<file path="src/included_region_next_lookup_core_assert.svh">
// Assertion macros for the region lookup core.
// Used by modules that declare clk and arst_n; no other dependencies.
`ifndef INCLUDED_REGION_NEXT_LOOKUP_CORE_ASSERT_SVH
`define INCLUDED_REGION_NEXT_LOOKUP_CORE_ASSERT_SVH

// same-cycle implication, disabled in reset
`define IRNL_ASSERT_NOW(label, ante, cons) \
	label: assert property (@(posedge clk) disable iff (!arst_n) (ante) |-> (cons)) \
		else $error("irnl assertion failed");

// next-cycle implication, disabled in reset
`define IRNL_ASSERT_NEXT(label, ante, cons) \
	label: assert property (@(posedge clk) disable iff (!arst_n) (ante) |=> (cons)) \
		else $error("irnl assertion failed");

`endif

</file>
<file path="src/irnl_pkg.sv">
// Shared types and constants for the region lookup core.
// No dependencies; used by the other src files except irnl_ram and the assertion header.
`timescale 1ns / 1ps
`default_nettype none

package irnl_pkg;

	localparam int MAX_ENTRIES_DEF = 64;
	localparam int ADDR_WIDTH_DEF  = 32;

	// fixed field widths of the channels
	localparam int CMD_W    = 2;
	localparam int FIELD_W  = 32;
	localparam int ENTRY_W  = 6;
	localparam int STATUS_W = 2;
	localparam int HELD_W   = 7;

	typedef enum logic [CMD_W-1:0] {
		CMD_CLEAR  = 2'd0,
		CMD_APPEND = 2'd1,
		CMD_MARK   = 2'd2,
		CMD_FIND   = 2'd3
	} cmd_t;

	typedef enum logic [STATUS_W-1:0] {
		ST_OK    = 2'd0,
		ST_FULL  = 2'd1,
		ST_RANGE = 2'd2
	} status_t;

	typedef enum logic [1:0] {
		S_IDLE,
		S_EXEC,
		S_SCAN,
		S_RESP
	} state_t;

	// controller -> datapath
	typedef struct packed {
		logic capture;
		logic exec;
		logic scan;
		logic load_out;
	} ctrl_cmd_t;

	// datapath -> controller
	typedef struct packed {
		logic is_find;
		logic scan_done;
	} dp_stat_t;

endpackage

`default_nettype wire

</file>
<file path="src/irnl_req_if.sv">
// Request channel interface: valid/ready plus command payload.
// Depends on irnl_pkg for field widths.
`timescale 1ns / 1ps
`default_nettype none

interface irnl_req_if;
	logic                          valid;
	logic                          ready;
	logic [irnl_pkg::CMD_W-1:0]    cmd;
	logic [irnl_pkg::FIELD_W-1:0]  region_start;
	logic [irnl_pkg::FIELD_W-1:0]  region_end;
	logic [irnl_pkg::ENTRY_W-1:0]  target_entry;
	logic [irnl_pkg::FIELD_W-1:0]  query_address;

	modport source (
		output valid, cmd, region_start, region_end, target_entry, query_address,
		input  ready
	);
	modport sink (
		input  valid, cmd, region_start, region_end, target_entry, query_address,
		output ready
	);
endinterface

`default_nettype wire

</file>
<file path="src/irnl_rsp_if.sv">
// Response channel interface: valid/ready plus result payload.
// Depends on irnl_pkg for field widths.
`timescale 1ns / 1ps
`default_nettype none

interface irnl_rsp_if;
	logic                           valid;
	logic                           ready;
	logic                           found;
	logic [irnl_pkg::ENTRY_W-1:0]   result_entry;
	logic [irnl_pkg::STATUS_W-1:0]  status;
	logic [irnl_pkg::HELD_W-1:0]    entries_held;

	modport source (
		output valid, found, result_entry, status, entries_held,
		input  ready
	);
	modport sink (
		input  valid, found, result_entry, status, entries_held,
		output ready
	);
endinterface

`default_nettype wire

</file>
<file path="src/irnl_ram.sv">
// Generic simple dual-port RAM, one write port and one registered read port.
// No dependencies.
`timescale 1ns / 1ps
`default_nettype none

module irnl_ram #(
	parameter int WIDTH = 32,
	parameter int DEPTH = 64
) (
	input  wire logic                                      clk,
	input  wire logic                                      we,
	input  wire logic [(DEPTH > 1 ? $clog2(DEPTH) : 1)-1:0] waddr,
	input  wire logic [WIDTH-1:0]                          wdata,
	input  wire logic [(DEPTH > 1 ? $clog2(DEPTH) : 1)-1:0] raddr,
	output      logic [WIDTH-1:0]                          rdata
);

	logic [WIDTH-1:0] mem_q [DEPTH];

	always_ff @(posedge clk) begin
		if (we) begin
			mem_q[waddr] <= wdata;
		end
		rdata <= mem_q[raddr];
	end

endmodule

`default_nettype wire

</file>
<file path="src/irnl_ctrl.sv">
// Controller FSM: sequences accept, execute, table scan and response.
// Depends on irnl_pkg and the assertion macro header.
`timescale 1ns / 1ps
`default_nettype none

`include "included_region_next_lookup_core_assert.svh"

module irnl_ctrl (
	input  wire logic                 clk,
	input  wire logic                 arst_n,
	input  wire logic                 req_valid,
	output      logic                 req_ready,
	output      logic                 rsp_valid,
	input  wire logic                 rsp_ready,
	output      irnl_pkg::ctrl_cmd_t  ctl,
	input  wire irnl_pkg::dp_stat_t   stat
);

	irnl_pkg::state_t state_q, state_d;
	logic             out_valid_q;

	always_ff @(posedge clk or negedge arst_n) begin
		if (!arst_n) begin
			state_q     <= irnl_pkg::S_IDLE;
			out_valid_q <= 1'b0;
		end else begin
			state_q <= state_d;
			if (ctl.load_out) begin
				out_valid_q <= 1'b1;
			end else if (rsp_ready) begin
				out_valid_q <= 1'b0;
			end
		end
	end

	always_comb begin
		state_d      = state_q;
		ctl          = '0;
		req_ready    = 1'b0;
		unique case (state_q)
			irnl_pkg::S_IDLE: begin
				req_ready   = 1'b1;
				ctl.capture = req_valid;
				if (req_valid) begin
					state_d = irnl_pkg::S_EXEC;
				end
			end
			irnl_pkg::S_EXEC: begin
				ctl.exec = 1'b1;
				state_d  = stat.is_find ? irnl_pkg::S_SCAN : irnl_pkg::S_RESP;
			end
			irnl_pkg::S_SCAN: begin
				ctl.scan = 1'b1;
				if (stat.scan_done) begin
					state_d = irnl_pkg::S_RESP;
				end
			end
			irnl_pkg::S_RESP: begin
				// wait until the output register is free
				ctl.load_out = !out_valid_q || rsp_ready;
				if (ctl.load_out) begin
					state_d = irnl_pkg::S_IDLE;
				end
			end
			default: state_d = irnl_pkg::S_IDLE;
		endcase
	end

	assign rsp_valid = out_valid_q;

	`IRNL_ASSERT_NEXT(a_accept_exec, req_valid && req_ready, state_q == irnl_pkg::S_EXEC)
	`IRNL_ASSERT_NEXT(a_find_scans, state_q == irnl_pkg::S_EXEC && stat.is_find,
		state_q == irnl_pkg::S_SCAN)
	`IRNL_ASSERT_NOW(a_rsp_from_resp, $rose(out_valid_q),
		$past(state_q) == irnl_pkg::S_RESP)
	`IRNL_ASSERT_NEXT(a_resp_loads, state_q == irnl_pkg::S_RESP && (!out_valid_q || rsp_ready),
		out_valid_q && state_q == irnl_pkg::S_IDLE)

endmodule

`default_nettype wire

</file>
<file path="src/irnl_dp.sv">
// Datapath: command registers, region table RAMs, scan and result registers.
// Depends on irnl_pkg and irnl_ram.
`timescale 1ns / 1ps
`default_nettype none

module irnl_dp #(
	parameter int MAX_ENTRIES = irnl_pkg::MAX_ENTRIES_DEF,
	parameter int ADDR_WIDTH  = irnl_pkg::ADDR_WIDTH_DEF
) (
	input  wire logic                             clk,
	input  wire logic                             arst_n,
	input  wire irnl_pkg::ctrl_cmd_t              ctl,
	output      irnl_pkg::dp_stat_t               stat,
	input  wire logic [irnl_pkg::CMD_W-1:0]       cmd,
	input  wire logic [irnl_pkg::FIELD_W-1:0]     region_start,
	input  wire logic [irnl_pkg::FIELD_W-1:0]     region_end,
	input  wire logic [irnl_pkg::ENTRY_W-1:0]     target_entry,
	input  wire logic [irnl_pkg::FIELD_W-1:0]     query_address,
	output      logic                             found,
	output      logic [irnl_pkg::ENTRY_W-1:0]     result_entry,
	output      logic [irnl_pkg::STATUS_W-1:0]    status,
	output      logic [irnl_pkg::HELD_W-1:0]      entries_held
);

	localparam int AW = ADDR_WIDTH;
	localparam int IW = (MAX_ENTRIES > 1) ? $clog2(MAX_ENTRIES) : 1;
	localparam int CW = $clog2(MAX_ENTRIES + 1);
	localparam int TW = (CW > irnl_pkg::ENTRY_W) ? CW : irnl_pkg::ENTRY_W;

	// captured command
	irnl_pkg::cmd_t              cmd_q;
	logic [AW-1:0]               rstart_q, rend_q, query_q;
	logic [irnl_pkg::ENTRY_W-1:0] target_q;

	logic [CW-1:0]               count_q;
	logic [CW-1:0]               scan_idx_q;
	logic                        pend_s1;
	logic [IW-1:0]               idx_s1;
	logic                        hit_q, have_q;
	logic [AW-1:0]               cand_start_q;
	logic [IW-1:0]               best_idx_q;
	logic [irnl_pkg::ENTRY_W-1:0] res_entry_q;
	irnl_pkg::status_t           res_status_q;

	// table RAM ports
	logic                        se_we, inc_we, inc_wdata;
	logic [IW-1:0]               inc_waddr;
	logic [2*AW-1:0]             se_rdata;
	logic                        inc_rdata;
	logic [AW-1:0]               ent_start, ent_end;

	logic                        full, bad_idx, issue;
	logic                        ent_live, ent_hit, ent_cand;

	irnl_ram #(.WIDTH(2 * AW), .DEPTH(MAX_ENTRIES)) u_span_ram (
		.clk   (clk),
		.we    (se_we),
		.waddr (count_q[IW-1:0]),
		.wdata ({rend_q, rstart_q}),
		.raddr (scan_idx_q[IW-1:0]),
		.rdata (se_rdata)
	);

	// marks need no reset: an append rewrites the mark before the entry counts
	irnl_ram #(.WIDTH(1), .DEPTH(MAX_ENTRIES)) u_mark_ram (
		.clk   (clk),
		.we    (inc_we),
		.waddr (inc_waddr),
		.wdata (inc_wdata),
		.raddr (scan_idx_q[IW-1:0]),
		.rdata (inc_rdata)
	);

	assign full    = count_q >= CW'(MAX_ENTRIES);
	assign bad_idx = (TW'(target_q) >= TW'(count_q)) || (TW'(target_q) >= TW'(MAX_ENTRIES));

	always_comb begin
		se_we     = 1'b0;
		inc_we    = 1'b0;
		inc_wdata = 1'b0;
		inc_waddr = count_q[IW-1:0];
		if (ctl.exec) begin
			unique case (cmd_q)
				irnl_pkg::CMD_APPEND: begin
					se_we  = !full;
					inc_we = !full;
				end
				irnl_pkg::CMD_MARK: begin
					inc_we    = !bad_idx;
					inc_wdata = 1'b1;
					inc_waddr = IW'(target_q);
				end
				default: ;
			endcase
		end
	end

	assign ent_start = se_rdata[AW-1:0];
	assign ent_end   = se_rdata[2*AW-1:AW];
	// entries returned after a hit are ignored
	assign ent_live  = pend_s1 && !hit_q && inc_rdata && (query_q <= ent_end);
	assign ent_hit   = ent_live && (query_q >= ent_start);
	assign ent_cand  = ent_live && !(query_q >= ent_start) &&
		(!have_q || (ent_start < cand_start_q));
	assign issue     = ctl.scan && !hit_q && !ent_hit && (scan_idx_q < count_q);

	assign stat.is_find   = (cmd_q == irnl_pkg::CMD_FIND);
	assign stat.scan_done = hit_q || (!pend_s1 && !(scan_idx_q < count_q));

	always_ff @(posedge clk or negedge arst_n) begin
		if (!arst_n) begin
			count_q    <= '0;
			scan_idx_q <= '0;
			pend_s1    <= 1'b0;
			hit_q      <= 1'b0;
			have_q     <= 1'b0;
		end else begin
			if (ctl.exec) begin
				unique case (cmd_q)
					irnl_pkg::CMD_CLEAR:  count_q <= '0;
					irnl_pkg::CMD_APPEND: if (!full) count_q <= count_q + CW'(1);
					irnl_pkg::CMD_MARK:   ;
					irnl_pkg::CMD_FIND: begin
						scan_idx_q <= '0;
						pend_s1    <= 1'b0;
						hit_q      <= 1'b0;
						have_q     <= 1'b0;
					end
					default: ;
				endcase
			end
			if (ctl.scan) begin
				pend_s1 <= issue;
				if (issue) begin
					scan_idx_q <= scan_idx_q + CW'(1);
				end
				if (ent_hit) begin
					hit_q <= 1'b1;
				end else if (ent_cand) begin
					have_q <= 1'b1;
				end
			end
		end
	end

	always_ff @(posedge clk) begin
		if (ctl.capture) begin
			cmd_q    <= irnl_pkg::cmd_t'(cmd);
			rstart_q <= AW'(region_start);
			rend_q   <= AW'(region_end);
			target_q <= target_entry;
			query_q  <= AW'(query_address);
		end
		if (ctl.scan) begin
			idx_s1 <= scan_idx_q[IW-1:0];
			if (ent_hit) begin
				best_idx_q <= idx_s1;
			end else if (ent_cand) begin
				best_idx_q   <= idx_s1;
				cand_start_q <= ent_start;
			end
		end
		if (ctl.exec) begin
			unique case (cmd_q)
				irnl_pkg::CMD_APPEND: begin
					res_entry_q  <= full ? '0 : irnl_pkg::ENTRY_W'(count_q);
					res_status_q <= full ? irnl_pkg::ST_FULL : irnl_pkg::ST_OK;
				end
				irnl_pkg::CMD_MARK: begin
					res_entry_q  <= target_q;
					res_status_q <= bad_idx ? irnl_pkg::ST_RANGE : irnl_pkg::ST_OK;
				end
				default: begin
					res_entry_q  <= '0;
					res_status_q <= irnl_pkg::ST_OK;
				end
			endcase
		end
		if (ctl.load_out) begin
			status       <= res_status_q;
			entries_held <= irnl_pkg::HELD_W'(count_q);
			if (stat.is_find) begin
				found        <= hit_q || have_q;
				result_entry <= (hit_q || have_q) ? irnl_pkg::ENTRY_W'(best_idx_q) : '0;
			end else begin
				found        <= 1'b0;
				result_entry <= res_entry_q;
			end
		end
	end

endmodule

`default_nettype wire

</file>
<file path="src/included_region_next_lookup_core.sv">
// Included-region table with next-included lookup, top level.
// Depends on irnl_pkg, irnl_req_if, irnl_rsp_if, irnl_ctrl and irnl_dp.
//
// Usage:
//   req carries one command per transaction: clear, append region, mark an
//   entry included, or find the next included region from an address.
//   rsp returns exactly one result transaction per command, in order.
//   req.ready is high only while the core is idle; one command is in
//   flight at a time. A finished result sits in the rsp output register,
//   so the next command is taken while that result waits to be taken.
//   From acceptance, clear, append and mark pass through the EXEC and RESP
//   states into the rsp output register; a find adds the SCAN state, which
//   scans the table one entry per cycle through the registered RAM read
//   port and stops early when a containing entry is hit.
//   req.ready returns in the cycle the result is loaded into the rsp output
//   register; no command is taken before the last one's result is loaded.
//   Reset clears the entry count and the control state at once; the table
//   RAMs are not cleared, appends overwrite them before they are read.
//   If rsp.ready stays low, the core finishes the next command and then
//   holds it until the output register frees up.
`timescale 1ns / 1ps
`default_nettype none

module included_region_next_lookup_core #(
	parameter int MAX_ENTRIES = irnl_pkg::MAX_ENTRIES_DEF,
	parameter int ADDR_WIDTH  = irnl_pkg::ADDR_WIDTH_DEF
) (
	input wire logic  clk,
	input wire logic  arst_n,
	irnl_req_if.sink  req,
	irnl_rsp_if.source rsp
);

	irnl_pkg::ctrl_cmd_t ctl;
	irnl_pkg::dp_stat_t  stat;

	irnl_ctrl u_ctrl (
		.clk       (clk),
		.arst_n    (arst_n),
		.req_valid (req.valid),
		.req_ready (req.ready),
		.rsp_valid (rsp.valid),
		.rsp_ready (rsp.ready),
		.ctl       (ctl),
		.stat      (stat)
	);

	irnl_dp #(
		.MAX_ENTRIES (MAX_ENTRIES),
		.ADDR_WIDTH  (ADDR_WIDTH)
	) u_dp (
		.clk           (clk),
		.arst_n        (arst_n),
		.ctl           (ctl),
		.stat          (stat),
		.cmd           (req.cmd),
		.region_start  (req.region_start),
		.region_end    (req.region_end),
		.target_entry  (req.target_entry),
		.query_address (req.query_address),
		.found         (rsp.found),
		.result_entry  (rsp.result_entry),
		.status        (rsp.status),
		.entries_held  (rsp.entries_held)
	);

endmodule

`default_nettype wire

</file>
<file path="src/flat_wrapper.sv">
// flat-port wrapper written by rule: the top's interface ports become plain ports
module included_region_next_lookup_core_flat 
#(
	parameter int MAX_ENTRIES = irnl_pkg::MAX_ENTRIES_DEF,
	parameter int ADDR_WIDTH  = irnl_pkg::ADDR_WIDTH_DEF
)
  (clk, arst_n, req_valid, req_cmd, req_region_start, req_region_end, req_target_entry, req_query_address, req_ready, rsp_valid, rsp_found, rsp_result_entry, rsp_status, rsp_entries_held, rsp_ready);
  irnl_req_if req_i ();
  irnl_rsp_if rsp_i ();
  input wire logic clk;
  input wire logic arst_n;
  input wire logic [$bits(req_i.valid)-1:0] req_valid;
  input wire logic [$bits(req_i.cmd)-1:0] req_cmd;
  input wire logic [$bits(req_i.region_start)-1:0] req_region_start;
  input wire logic [$bits(req_i.region_end)-1:0] req_region_end;
  input wire logic [$bits(req_i.target_entry)-1:0] req_target_entry;
  input wire logic [$bits(req_i.query_address)-1:0] req_query_address;
  output wire logic [$bits(req_i.ready)-1:0] req_ready;
  output wire logic [$bits(rsp_i.valid)-1:0] rsp_valid;
  output wire logic [$bits(rsp_i.found)-1:0] rsp_found;
  output wire logic [$bits(rsp_i.result_entry)-1:0] rsp_result_entry;
  output wire logic [$bits(rsp_i.status)-1:0] rsp_status;
  output wire logic [$bits(rsp_i.entries_held)-1:0] rsp_entries_held;
  input wire logic [$bits(rsp_i.ready)-1:0] rsp_ready;
  assign req_i.valid = req_valid;
  assign req_i.cmd = req_cmd;
  assign req_i.region_start = req_region_start;
  assign req_i.region_end = req_region_end;
  assign req_i.target_entry = req_target_entry;
  assign req_i.query_address = req_query_address;
  assign req_ready = req_i.ready;
  assign rsp_valid = rsp_i.valid;
  assign rsp_found = rsp_i.found;
  assign rsp_result_entry = rsp_i.result_entry;
  assign rsp_status = rsp_i.status;
  assign rsp_entries_held = rsp_i.entries_held;
  assign rsp_i.ready = rsp_ready;
  included_region_next_lookup_core #(.MAX_ENTRIES(MAX_ENTRIES), .ADDR_WIDTH(ADDR_WIDTH)) u_core (.clk(clk), .arst_n(arst_n), .req(req_i), .rsp(rsp_i));
endmodule
</file>
<file path="config.mk">
export PLATFORM = sky130hd
export DESIGN_NAME = included_region_next_lookup_core_flat
export DESIGN_NICKNAME = d
export VERILOG_FILES = /design/src/irnl_pkg.sv /design/src/irnl_req_if.sv /design/src/irnl_rsp_if.sv /design/src/irnl_ram.sv /design/src/irnl_ctrl.sv /design/src/irnl_dp.sv /design/src/included_region_next_lookup_core.sv /design/src/flat_wrapper.sv
export VERILOG_INCLUDE_DIRS = /design/src /design/src/src
export SDC_FILE = /design/constraint.sdc
export NUM_CORES = 2
export LEC_CHECK = 0
export BUFFER_PORTS_ARGS = -buffer_cell sky130_fd_sc_hd__buf_2
export CORE_MARGIN = 1.5
export CORE_UTILIZATION = 45
export DETAILED_ROUTE_END_ITERATION = 16
export GPL_TIMING_DRIVEN = 0
export PLACE_DENSITY = 0.58
export SLEW_MARGIN = 20
export SYNTH_ARGS = -nofsm -noshare
export SYNTH_HDL_FRONTEND = slang
export SYNTH_MEMORY_MAX_BITS = 65536
export SYNTH_SLANG_ARGS = --single-unit
</file>
<file path="constraint.sdc">
create_clock -name clk -period 9.3 [get_ports clk]
set_clock_uncertainty 0.05 [all_clocks]
set_input_delay 0.465 -clock clk [delete_from_list [all_inputs] [get_ports clk]]
set_output_delay 0.465 -clock clk [all_outputs]
set_load 0.01 [all_outputs]
</file>
==> flow_metrics.env <==
export IMPL_r2r_setup_slack_ns=4.16
export IMPL_fp_coreArea_um2=372000
export IMPL_wl_per_cell_um=35.5
export IMPL_synth_largest_area_cell="edfxtp_1"
export IMPL_critical_path_max_fanout=10
export IMPL_ys_seq_elements=4417
export IMPL_synth_area_um2=169000
export IMPL_path_class="reg2reg"
export IMPL_rsz0062_at_grt="no"
export IMPL_portBuffers=125
export IMPL_post_route_util_pct=53.7
export IMPL_cp_start_kind="flop"
export IMPL_viasPerCell=6.12
export IMPL_reg2reg_to="u_core.u_dp.u_mark_ram.rdata"
export IMPL_grt_pass1_wl_mm=652
export IMPL_async_reset_ff_share_pct=0.453
export IMPL_start_util_pct=45.2
export IMPL_seq_area_frac_synth_pct=78.3
export IMPL_syn_to_final_growth_pct=18.6
export IMPL_fmax_mhz=195
export IMPL_final_max_slew_viol_count=0
export IMPL_tightest_slew_ns=1.23
export IMPL_htreeDepth=5
export IMPL_die_h_um=615
export IMPL_drive_gt1_share_pct=33.7
export IMPL_gr_total_overflow=0
export IMPL_hold_class="in2async"
export IMPL_place_congestion=0.852
export IMPL_avgSynthCellArea_um2=24.7
export IMPL_clk_pin_slew_ns=0.07
export IMPL_cts_setup_buffers=0
export IMPL_fp_dieArea_um2=378000
export IMPL_numClockSinks=4417
export IMPL_synth_edff_count=4332
export IMPL_setup_viol=0
export IMPL_maxCapViolations=0
export IMPL_place_ws_ns=4.33
export IMPL_ioPinCount=126
export IMPL_fin_crit_ns=5.14
export IMPL_final_hold_viol_count=0
export IMPL_rows=224
export IMPL_nets=8145
export IMPL_yosysWarnings=0
export IMPL_syn_inst=6814
export IMPL_reg2reg_from="u_core.u_dp.scan_idx_q[1]"
export IMPL_cts_path_max_buffers=4
export IMPL_reg2regPathDepth=9
export IMPL_num_vias=81200
export IMPL_p_per_area_nw_per_um2=268
export IMPL_outcome="completed"
export IMPL_grt_max_degree=72
export IMPL_arrival_ns=5.86
export IMPL_tritoncts="built"
export IMPL_routed_wl_mm=471
export IMPL_ys_flop_type="edfxtp_1"
export IMPL_drtPass1Iterations=7
export IMPL_fin_ws_ns=4.16
export IMPL_p_leak_nw=62.2
export IMPL_finalCritPeriodShare_pct=55.2
export IMPL_slew_headroom_pct=18.0
export IMPL_final_common_cell="edfxtp_1"
export IMPL_first_iter_violations=11700
export IMPL_synth_area_top_cells="edfxtp_1 77%, mux4_2 18%, ha_1 0.88%"
export IMPL_instances_no_fill=13300
export IMPL_vdd_drop_max_uv=208
export IMPL_ant_nets=0
export IMPL_cts_buffers=445
export IMPL_synth_cell_types=54
export IMPL_grt_pass1_vias=81800
export IMPL_insertion_delay_ns=1.01
export IMPL_grtUsageTotal_pct=24.9
export IMPL_syn_nets=7040
export IMPL_yosysTopAreaCellShare_pct=77.2
export IMPL_antenna_found_initial=36
export IMPL_placed_cells=12300
export IMPL_cp_end_kind="flop"
export IMPL_power_mw=53.6
export IMPL_die_x_um=615
export IMPL_hpwlAfterDp_mm=330
export IMPL_drc_errors=0
export IMPL_root_buffer="clkbuf_16"
export IMPL_cp_required_ns=10.03
export IMPL_layout_common_cells="4332 x edfxtp_1, 1365 x mux4_2, 456 x clkbuf_16, 234 x clkbuf_1, 214 x buf_12"
==> kinds of logic after synthesis <==
family	Yosys count	synth area share [%]
muxes	1368	18.3
and+or+nand+nor	242	0.673
AOI/OAI and AO/OA	209	0.853
DFF	4417	78.3
adders and majority gates	118	0.876
xor gates and xnor gates	3	0.0156
buffers and inverters	457	1.06
==> critical path, cell delays in order, from the launching register on <==
cell and delay (ns):
dfrtp_1 0.51, clkbuf_1 0.47, clkbuf_2 0.51, buf_16 0.22
clkbuf_2 0.41, buf_12 0.23, clkbuf_1 0.84, mux4_2 0.45
mux4_2 0.49, mux4_2 0.62
==> power by group <==
group	internal (mW)	leakage [nW]	switching, mW	total, mW
clock network	10.0	6.96	7.51	17.6
registers	22.8	39.8	0.461	23.3
logic	5.54	15.4	7.26	12.8
total	38.4	62.2	15.2	53.6
==> synth_stat cells (all sizes together), types with 10 or more instances <==
cell type	number
dfrtp	20
a211oi	68
and3	10
inv	123
dfxtp	65
nand2b	15
a21o	21
ha	118
nand3	21
buf	116
nand2	64
nand4	14
edfxtp	4332
mux4	1365
o21ai	28
clkbuf	217
nor2	83
a21oi	37
==> metal layers <==
metal / track usage, % / wire length (µm)
met5: 0 / 74
met4: 9.28 / 18900
met1: 36.0 / 192000
met2: 37.9 / 217000
met3: 4.80 / 43100
==> worst max-delay path by stage <==
stage | from | endpoint | slack (ns) | cells past startpoint
final | u_core.u_dp.scan_idx_q[1] | u_core.u_dp.u_mark_ram.rdata | 4.16 | 9
after global routing | u_core.u_dp.scan_idx_q[1] | u_core.u_dp.u_mark_ram.rdata | 4.25 | 9
after CTS | u_core.u_dp.scan_idx_q[1] | u_core.u_dp.u_span_ram.rdata[17] | 4.27 | 8
after detailed placement | u_core.u_dp.scan_idx_q[1] | u_core.u_dp.u_span_ram.rdata[17] | 4.33 | 8
after global placement | u_core.u_ctrl.state_q[1] | u_core.u_dp.u_span_ram.mem_q[15][36] | -1.20 | 6
after floorplan | u_core.u_ctrl.state_q[1] | u_core.u_dp.u_span_ram.mem_q[27][0] | 4.36 | 7
==> area by class of cell <==
type                            instances  area (µm²)
Fill cell                           27800      173000
Sequential cell                      4417      132000
Multi-Input combinational cell       1940       35400
Clock buffer                          572       12200
Timing Repair Buffer                  658       10200
Tap cell                             4972        6220
Clock inverter                        236        2000
Buffer                                333        1490
Inverter                              124         467
Antenna cell                           26        65.1
==> registers in the layout, indices dropped and copies added, names as in the netlist, 2 cells and up <==
name	flops
u_core.u_dp.query_q	32
u_core.u_dp.res_status_q	2
u_core.u_dp.cand_start_q	32
u_core.u_dp.status	2
u_core.u_ctrl.state_q	2
u_core.u_dp.u_span_ram.mem_q	4096
u_core.u_dp.u_span_ram.rdata	64
u_core.u_dp.res_entry_q	6
u_core.u_dp.best_idx_q	6
u_core.u_dp.idx_s1	6
u_core.u_dp.result_entry	6
u_core.u_dp.cmd_q	2
u_core.u_dp.scan_idx_q	7
u_core.u_dp.entries_held	7
u_core.u_dp.rend_q	32
u_core.u_dp.u_mark_ram.mem_q	64
u_core.u_dp.rstart_q	32
u_core.u_dp.count_q	7
u_core.u_dp.target_q	6
==> timing repair <==
action	CTS	global route
resized for setup	0	0
endpoints found under the hold margin	127	0
hold buffers	108	0
==> metrics by stage <==
stage	setup TNS [ns]	cell area [µm²]	hold slack, ns
after floorplan	0	169000	0.119
after global placement	-2006.19	175000	0.355
after detailed placement	0	185000	0.356
after CTS	0	200000	0.0528
after global routing	0	200000	0.0989
final	0	200000	0.0767
(Power assumes the default switching activity.)
